## config.mk

```make
export PLATFORM = sky130hd
export DESIGN_NAME = curve_difference_interpolator_top
export DESIGN_NICKNAME = d
export VERILOG_FILES = /design/src/rtl/cdi_pkg.sv /design/src/rtl/curve_difference_interpolator_top.sv /design/src/rtl/cdi_muldiv.sv
export SDC_FILE = /design/constraint.sdc
export NUM_CORES = 1
export LEC_CHECK = 0
export ABC_AREA = 0
export BUFFER_PORTS_ARGS = -buffer_cell sky130_fd_sc_hd__buf_2
export CAP_MARGIN = 10
export CELL_PAD_IN_SITES_DETAIL_PLACEMENT = 2
export CELL_PAD_IN_SITES_GLOBAL_PLACEMENT = 2
export CORE_MARGIN = 10
export CORE_UTILIZATION = 42
export DETAILED_ROUTE_END_ITERATION = 12
export PLACE_DENSITY_LB_ADDON = 0.08
export SYNTH_ARGS = -nofsm -noshare
export SYNTH_HDL_FRONTEND = slang
export SYNTH_SLANG_ARGS = --single-unit
```

## constraint.sdc

```tcl
create_clock -name clk -period 10.15 [get_ports clk]
set_clock_uncertainty 0.2 [all_clocks]
set_input_delay 2.03 -clock clk [delete_from_list [all_inputs] [get_ports clk]]
set_output_delay 2.03 -clock clk [all_outputs]
set_load 0.02 [all_outputs]
```

## src/rtl/cdi_pkg.sv

```systemverilog
// shared widths, codes and types of the curve difference interpolator
`default_nettype none
package cdi_pkg;

	localparam int XW        = 32;
	localparam int QW        = XW + 1;
	localparam int PW        = XW + QW;
	localparam int CNT_W     = 6;
	localparam int MUL_STEPS = XW;
	localparam int DIV_STEPS = QW;
	localparam int RW        = XW + 4;

	localparam logic FUNC_REF    = 1'b0;
	localparam logic FUNC_SAMPLE = 1'b1;
	localparam logic WANT_REF    = 1'b0;
	localparam logic WANT_SAMPLE = 1'b1;

	typedef struct packed {
		logic busy;
		logic done;
	} cdi_md_stat_t;

endpackage
`default_nettype wire

```

## src/rtl/curve_difference_interpolator_top.sv

```systemverilog
// curve difference interpolator: segment tracking, sample hold and result output
//
// channel  dir  tdata (low bit up)              tuser (low bit up)
// s_axis   in   point_x[31:0], point_y[63:32]   func[0]
// m_axis   out  out_x[31:0], difference[63:32] diff_valid[0], want_next[1]
//
// a reference point, a dropped or held sample goes from ST_IDLE straight to ST_DONE
// an evaluated sample passes ST_SETUP and ST_PREP, the bit-serial multiply (32 steps)
// and the restoring divide (33 steps) in ST_CALC, then ST_FIN into the result register
// one item in work at a time; the next is taken while a result waits on m_axis
// a stalled m_tready holds a finished result in ST_DONE and blocks further input
// arst_n clears the segment, the held sample and all handshake state
`default_nettype none
module curve_difference_interpolator_top (
	input  wire logic        clk,
	input  wire logic        arst_n,
	input  wire logic        s_tvalid,
	output logic             s_tready,
	input  wire logic [63:0] s_tdata,  // point_x, point_y
	input  wire logic [0:0]  s_tuser,  // func
	output logic             m_tvalid,
	input  wire logic        m_tready,
	output logic      [63:0] m_tdata,  // out_x, difference
	output logic      [1:0]  m_tuser   // diff_valid, want_next
);
	import cdi_pkg::*;

	typedef enum logic [5:0] {
		ST_IDLE  = 6'b000001,
		ST_SETUP = 6'b000010,
		ST_PREP  = 6'b000100,
		ST_CALC  = 6'b001000,
		ST_FIN   = 6'b010000,
		ST_DONE  = 6'b100000
	} state_t;

	state_t               state_q;
	logic [XW-1:0]        left_x_q, left_y_q, right_x_q, right_y_q;
	logic [1:0]           ref_seen_q;
	logic [XW-1:0]        held_x_q, held_y_q;
	logic                 held_valid_q;
	logic [XW-1:0]        eval_x_q, eval_y_q;
	logic [XW-1:0]        a_q, d_q;
	logic [QW-1:0]        dy_q, b_q;
	logic                 neg_q;
	logic                 res_valid_q, res_want_q;
	logic [XW-1:0]        res_x_q, res_diff_q;
	logic                 out_valid_q;
	logic [63:0]          out_data_q;
	logic [1:0]           out_user_q;

	logic                 accept;
	logic                 in_func;
	logic [XW-1:0]        px, py;
	logic                 do_eval, held_valid_nxt, load_held, take_held;
	logic                 seg_move, first_ref;
	logic [QW-1:0]        md_q;
	cdi_md_stat_t         md_stat;
	logic [RW-1:0]        interp, r_full;
	logic [XW-1:0]        r_sat;
	logic                 out_free;
	logic                 out_load;

	assign in_func  = s_tuser[0];
	assign px       = s_tdata[31:0];
	assign py       = s_tdata[63:32];
	assign s_tready = (state_q == ST_IDLE);
	assign accept   = s_tvalid && s_tready;
	assign out_free = !out_valid_q || m_tready;
	assign out_load = (state_q == ST_DONE) && out_free;

	// what an accepted item does to the segment and the held sample
	always_comb begin
		do_eval        = 1'b0;
		held_valid_nxt = held_valid_q;
		load_held      = 1'b0;
		take_held      = 1'b0;
		seg_move       = 1'b0;
		first_ref      = 1'b0;
		if (in_func == FUNC_REF) begin
			if (ref_seen_q == 2'd0) begin
				first_ref = 1'b1;
			end else if ($signed(px) > $signed(right_x_q)) begin
				seg_move = 1'b1;
				if (held_valid_q) begin
					if ($signed(held_x_q) < $signed(right_x_q)) begin
						held_valid_nxt = 1'b0;
					end else if ($signed(held_x_q) < $signed(px)) begin
						held_valid_nxt = 1'b0;
						do_eval        = 1'b1;
						take_held      = 1'b1;
					end
				end
			end
		end else begin
			held_valid_nxt = 1'b0;
			if (ref_seen_q != 2'd2) begin
				held_valid_nxt = 1'b1;
				load_held      = 1'b1;
			end else if ($signed(px) >= $signed(right_x_q)) begin
				held_valid_nxt = 1'b1;
				load_held      = 1'b1;
			end else if ($signed(px) >= $signed(left_x_q)) begin
				do_eval = 1'b1;
			end
		end
	end

	assign interp = neg_q ? ({{(RW-XW){left_y_q[XW-1]}}, left_y_q} - {{(RW-QW){1'b0}}, md_q})
	                      : ({{(RW-XW){left_y_q[XW-1]}}, left_y_q} + {{(RW-QW){1'b0}}, md_q});
	assign r_full = interp - {{(RW-XW){eval_y_q[XW-1]}}, eval_y_q};

	always_comb begin
		if (r_full[RW-1:XW-1] == '0 || r_full[RW-1:XW-1] == '1) begin
			r_sat = r_full[XW-1:0];
		end else if (r_full[RW-1]) begin
			r_sat = {1'b1, {(XW-1){1'b0}}};
		end else begin
			r_sat = {1'b0, {(XW-1){1'b1}}};
		end
	end

	always_ff @(posedge clk or negedge arst_n) begin
		if (!arst_n) begin
			state_q      <= ST_IDLE;
			left_x_q     <= '0;
			left_y_q     <= '0;
			right_x_q    <= '0;
			right_y_q    <= '0;
			ref_seen_q   <= 2'd0;
			held_x_q     <= '0;
			held_y_q     <= '0;
			held_valid_q <= 1'b0;
			out_valid_q  <= 1'b0;
		end else begin
			if (out_load) begin
				out_valid_q <= 1'b1;
			end else if (m_tready) begin
				out_valid_q <= 1'b0;
			end
			case (state_q)
				ST_IDLE: begin
					if (accept) begin
						held_valid_q <= held_valid_nxt;
						if (load_held) begin
							held_x_q <= px;
							held_y_q <= py;
						end
						if (first_ref) begin
							right_x_q  <= px;
							right_y_q  <= py;
							ref_seen_q <= 2'd1;
						end
						if (seg_move) begin
							left_x_q   <= right_x_q;
							left_y_q   <= right_y_q;
							right_x_q  <= px;
							right_y_q  <= py;
							ref_seen_q <= 2'd2;
						end
						state_q <= do_eval ? ST_SETUP : ST_DONE;
					end
				end
				ST_SETUP: state_q <= ST_PREP;
				ST_PREP:  state_q <= ST_CALC;
				ST_CALC: begin
					if (md_stat.done) begin
						state_q <= ST_FIN;
					end
				end
				ST_FIN: state_q <= ST_DONE;
				ST_DONE: begin
					if (out_free) begin
						state_q <= ST_IDLE;
					end
				end
				default: state_q <= ST_IDLE;
			endcase
		end
	end

	// payload path
	always_ff @(posedge clk) begin
		case (state_q)
			ST_IDLE: begin
				if (accept) begin
					eval_x_q    <= take_held ? held_x_q : px;
					eval_y_q    <= take_held ? held_y_q : py;
					res_valid_q <= 1'b0;
					res_x_q     <= '0;
					res_diff_q  <= '0;
					res_want_q  <= held_valid_nxt ? WANT_REF : WANT_SAMPLE;
				end
			end
			ST_SETUP: begin
				a_q  <= eval_x_q - left_x_q;
				d_q  <= right_x_q - left_x_q;
				dy_q <= {right_y_q[XW-1], right_y_q} - {left_y_q[XW-1], left_y_q};
			end
			ST_PREP: begin
				neg_q <= dy_q[QW-1];
				b_q   <= dy_q[QW-1] ? (~dy_q + 1'b1) : dy_q;
			end
			ST_FIN: begin
				res_valid_q <= 1'b1;
				res_x_q     <= eval_x_q;
				res_diff_q  <= r_sat;
			end
			ST_DONE: begin
				if (out_free) begin
					out_data_q <= {res_diff_q, res_x_q};
					out_user_q <= {res_want_q, res_valid_q};
				end
			end
			default: begin
				res_valid_q <= res_valid_q;
			end
		endcase
	end

	cdi_muldiv u_muldiv (
		.clk    (clk),
		.arst_n (arst_n),
		.start  (state_q == ST_PREP),
		.a      (a_q),
		.b      (b_q),
		.d      (d_q),
		.q      (md_q),
		.stat   (md_stat)
	);

	assign m_tvalid = out_valid_q;
	assign m_tdata  = out_data_q;
	assign m_tuser  = out_user_q;

	a_refseen_range: assert property (@(posedge clk) disable iff (!arst_n)
		ref_seen_q != 2'd3)
		else $error("reference count out of range");

	a_segment_order: assert property (@(posedge clk) disable iff (!arst_n)
		ref_seen_q == 2'd2 |-> $signed(left_x_q) < $signed(right_x_q))
		else $error("segment left end not below right end");

	a_done_in_calc: assert property (@(posedge clk) disable iff (!arst_n)
		md_stat.done |-> state_q == ST_CALC)
		else $error("divider finished outside calculation");

	a_diff_wants_sample: assert property (@(posedge clk) disable iff (!arst_n)
		m_tvalid && m_tuser[0] |-> m_tuser[1] == WANT_SAMPLE)
		else $error("difference given while a sample is held");

	a_no_diff_zero: assert property (@(posedge clk) disable iff (!arst_n)
		m_tvalid && !m_tuser[0] |-> m_tdata == '0)
		else $error("non-zero payload on a result without difference");

endmodule
`default_nettype wire

```

## src/rtl/cdi_muldiv.sv

```systemverilog
// bit-serial multiply then restoring divide: q = a * b / d, truncated
`default_nettype none
module cdi_muldiv (
	input  wire logic                      clk,
	input  wire logic                      arst_n,
	input  wire logic                      start,
	input  wire logic [cdi_pkg::XW-1:0]    a,
	input  wire logic [cdi_pkg::QW-1:0]    b,
	input  wire logic [cdi_pkg::XW-1:0]    d,
	output logic      [cdi_pkg::QW-1:0]    q,
	output cdi_pkg::cdi_md_stat_t          stat
);
	import cdi_pkg::*;

	typedef enum logic [2:0] {
		M_IDLE = 3'b001,
		M_MUL  = 3'b010,
		M_DIV  = 3'b100
	} md_state_t;

	md_state_t         state_q;
	logic [CNT_W-1:0]  cnt_q;
	logic [PW-1:0]     acc_q;
	logic              done_q;
	logic [QW:0]       mul_sum;
	logic [QW-1:0]     div_t;
	logic              div_ge;
	logic [QW-1:0]     div_sub;

	// multiply: add b into the upper part when the low bit of a is set, shift right
	assign mul_sum = {1'b0, acc_q[PW-1:XW]} + (acc_q[0] ? {1'b0, b} : '0);

	// divide: remainder in the upper 32 bits, dividend and quotient share the low part
	assign div_t   = {acc_q[PW-1:QW], acc_q[QW-1]};
	assign div_ge  = div_t >= {1'b0, d};
	assign div_sub = div_t - {1'b0, d};

	always_ff @(posedge clk or negedge arst_n) begin
		if (!arst_n) begin
			state_q <= M_IDLE;
			cnt_q   <= '0;
			done_q  <= 1'b0;
		end else begin
			done_q <= 1'b0;
			case (state_q)
				M_IDLE: begin
					if (start) begin
						state_q <= M_MUL;
						cnt_q   <= '0;
					end
				end
				M_MUL: begin
					if (cnt_q == CNT_W'(MUL_STEPS - 1)) begin
						state_q <= M_DIV;
						cnt_q   <= '0;
					end else begin
						cnt_q <= cnt_q + 1'b1;
					end
				end
				M_DIV: begin
					if (cnt_q == CNT_W'(DIV_STEPS - 1)) begin
						state_q <= M_IDLE;
						done_q  <= 1'b1;
					end else begin
						cnt_q <= cnt_q + 1'b1;
					end
				end
				default: begin
					state_q <= M_IDLE;
				end
			endcase
		end
	end

	always_ff @(posedge clk) begin
		case (state_q)
			M_IDLE: begin
				if (start) begin
					acc_q <= {{QW{1'b0}}, a};
				end
			end
			M_MUL: begin
				acc_q <= {mul_sum, acc_q[XW-1:1]};
			end
			M_DIV: begin
				acc_q <= {(div_ge ? div_sub[XW-1:0] : div_t[XW-1:0]),
					acc_q[QW-2:0], div_ge};
			end
			default: begin
				acc_q <= acc_q;
			end
		endcase
	end

	assign q         = acc_q[QW-1:0];
	assign stat.busy = (state_q != M_IDLE);
	assign stat.done = done_q;

endmodule
`default_nettype wire
```

==> results_dict.tcl <==
set metrics [dict create \
    nets 4270 \
    combinationalPowerShare 0.527 \
    cts_buffers 74 \
    synthTopCellsByArea "edfxtp_1, dfrtp_1, ha_1, mux2_2, xnor2_1" \
    wl_met1_um 58500 \
    wl_per_cell_um 25.8 \
    synth_top_area_share 0.303 \
    period_share 0.739 \
    synthTopCellsByCount "edfxtp_1, ha_1, inv_1" \
    cts_htree_levels 3 \
    crit_fanout 25 \
    switching_share 0.437 \
    rows 111 \
    syn_area_per_cell_um2 10.5 \
    die_x_um 324 \
    final_layout_size_suffix_gt1_frac 0.136 \
    drcViolationCount 0 \
    period_minus_slack_ps 7500 \
    drt_iter0_markers 1738 \
    powerDensity_nw_per_um2 328 \
    drt_first_pass_iters 7 \
    fmax_mhz 133 \
    cts_resized 0 \
    yosys_warnings 0 \
    grt_pass1_vias 33500 \
    viasPerCell 5.90 \
    p_leak_nw 18.3 \
    grt_pass1_wl_um 203000 \
    final_util 0.473 \
    io_buffers 136 \
    die_h_um 324 \
    rsz0062_at_grt "no" \
    place_area_um2 40900 \
    io_pins 137 \
    postCtsHoldBufs 0 \
    start_util 0.424 \
    cts_setup_buffers 0 \
    wl_met2_um 62900 \
    critical_path.endpoint_type "flip-flop" \
    yosysSeqAreaShare 0.440 \
    hold_path_class "reg2reg" \
    grt_max_degree 100 \
    ys_seq_elements 604 \
    grt_use_total 0.249 \
    slew_headroom 0.207 \
    tightest_slew_ps 1190 \
    crit_path_start_kind "flip-flop" \
    drtAntennaViolNets 0 \
    totalWireLength_um 131000 \
    finalHoldViolCount 0 \
    layout.cells.non_filler 5085 \
    finalInstanceArea_um2 43400 \
    seqPwrFrac 0.281 \
    drv_cap 0 \
    synth.largest_area_cell "edfxtp_1" \
    synth_cells 3688 \
    setup_viol_count_final 0 \
    cts_tree "yes" \
    dr_wl_met3_um 4880 \
    setup_tns_ps 0 \
    slew_violations 0 \
    synth_nets 4122 \
    cp.required_ps 10320 \
    p_clk_frac 0.192 \
    ys.flop_type "edfxtp_1" \
    overflow 0 \
    vias 30000 \
    clock-sinks 604 \
    synth_async_sr_flop_share 0.351 \
    cts.clk_slew.worst_paths_ps 60 \
    placedCellCount 4943 \
    core_um2 91700 \
    clk_path_buf_depth 3 \
    status "completed" \
    place_congestion 0.914 \
    path_class "reg2reg" \
    hpwl_um 100000 \
    synthMostInstantiatedCell "edfxtp_1" \
    critPathArrivalTime_ps 7670 \
    top_layer "met5" \
    synth_edf_count 392 \
    die-area_um2 105000 \
    syn_area_um2 38800 \
    clockRootBuffer "clkbuf_16" \
    clk_latency_ps 650 \
    intPower_mw 8.00 \
    area_growth_pct 11.7 \
    switchingPower_mw 6.20 \
    synth_cell_type_count 94 \
    vdd_drop_max_v 0.000152 \
    grt_antenna_before_repair 7 \
    holdWs_ps 219 \
]
==> final timing paths <==
path | from | endpoint | slack, ps | depth (start not counted)
min in group asynchronous | arst_n | held_x_q[18] | 1270 | 1
hold / removal | res_x_q[25] | m_tdata[25] | 220 | 0
setup / recovery | u_muldiv.acc_q[6] | res_diff_q[8] | 2650 | 26
setup reg to reg | u_muldiv.acc_q[6] | res_diff_q[8] | 2650 | 26
max in group asynchronous | arst_n | left_x_q[13] | 6940 | 2
hold reg to reg | res_x_q[25] | m_tdata[25] | 220 | 0
==> layout by cell type, fill, tap and decap left out, drive strengths merged, types with 9 or more instances in the layout <==
master	instances
a211o	9
a211oi	35
a21o	108
a21oi	234
a22oi	36
a31oi	38
a41oi	9
and2	83
and3	25
buf	163
clkbuf	106
clkinv	23
dfrtp	210
edfxtp	392
ha	358
inv	282
mux2	193
mux2i	62
nand2	257
nand2b	36
nand3	74
nand3b	9
nand4	46
nor2	197
nor2b	36
nor3	57
nor3b	9
nor4	18
o211ai	26
o21a	52
o21ai	222
o21bai	27
o221ai	9
o22ai	24
o31ai	18
o41ai	9
or2	19
or3	22
xnor2	173
xor2	72
==> per-stage QoR <==
step / total power, mW / setup slack (ps)
2_1_floorplan: 9.00 / 1020
3_3_place_gp: 11.0 / 2520
3_5_place_dp: 11.4 / 2130
4_1_cts: 14.3 / 2040
5_1_grt: 15.3 / 1920
6_report: 14.2 / 2650
==> routing by layer <==
layer	up-vias	GRT usage
li1	13800	-
met1	15400	0.322
met2	513	0.420
met3	241	0.0373
met4	6	0.0861
met5	-	0
==> cells by family (layout without fill, tap and decap cells) <==
logic type                 after synthesis  in the layout  synth area share
other                                    0              1                 0
buffers and inverters                  372            582            0.0379
AOI/OAI and AO/OA                      932            932             0.154
DFF                                    604            604             0.440
adders and majority gates              365            365             0.119
muxes                                  255            255            0.0747
and+or+nand+nor                        915            915             0.119
xor gates and xnor gates               245            245            0.0553
==> power by group through the flow <==
stage          logic (mW)  clock network, mW  registers [mW]
2_1_floorplan        5.14                  0            3.87
3_3_place_gp         7.02                  0            3.98
3_5_place_dp         7.40                  0            4.03
4_1_cts              7.51               2.79            3.99
5_1_grt              8.31               2.88            4.05
6_report             7.49               2.73            3.99
==> critical path, stage by stage (launching register included) <==
cell	delay, ps
edfxtp_1	470
or4_4	580
nor4_1	310
nand2b_1	240
nor4_4	360
a21oi_1	140
xnor2_1	150
ha_1	380
a21o_1	210
a21oi_1	160
nor2_1	60
o21ai_0	180
a21oi_1	100
a211oi_1	670
and2_1	290
o21a_1	170
xnor2_1	130
ha_1	320
a21oi_1	340
nor2b_1	100
o21a_1	220
nor4_1	280
a22oi_1	130
xor2_1	200
o31ai_4	420
buf_8	240
o21ai_0	140
==> area by class of cell <==
cell class                 instances  area (um^2)
multi-input combinational       2712        20400
clock inverter                    32          347
timing repair buffer             164          933
sequential                       604        17100
fill                            9453        48300
tap                             1186         1480
clock buffer                     106         2100
inverter                         280         1050
antenna                            1         2.50
==> state kept, by name, summed over array words and instances (netlist names), 33 cells and up <==
register and cells:
dy_q 33, b_q 33, m_tdata 64, u_muldiv.acc_q 65
Note: power is estimated with default switching activity, not from simulation.
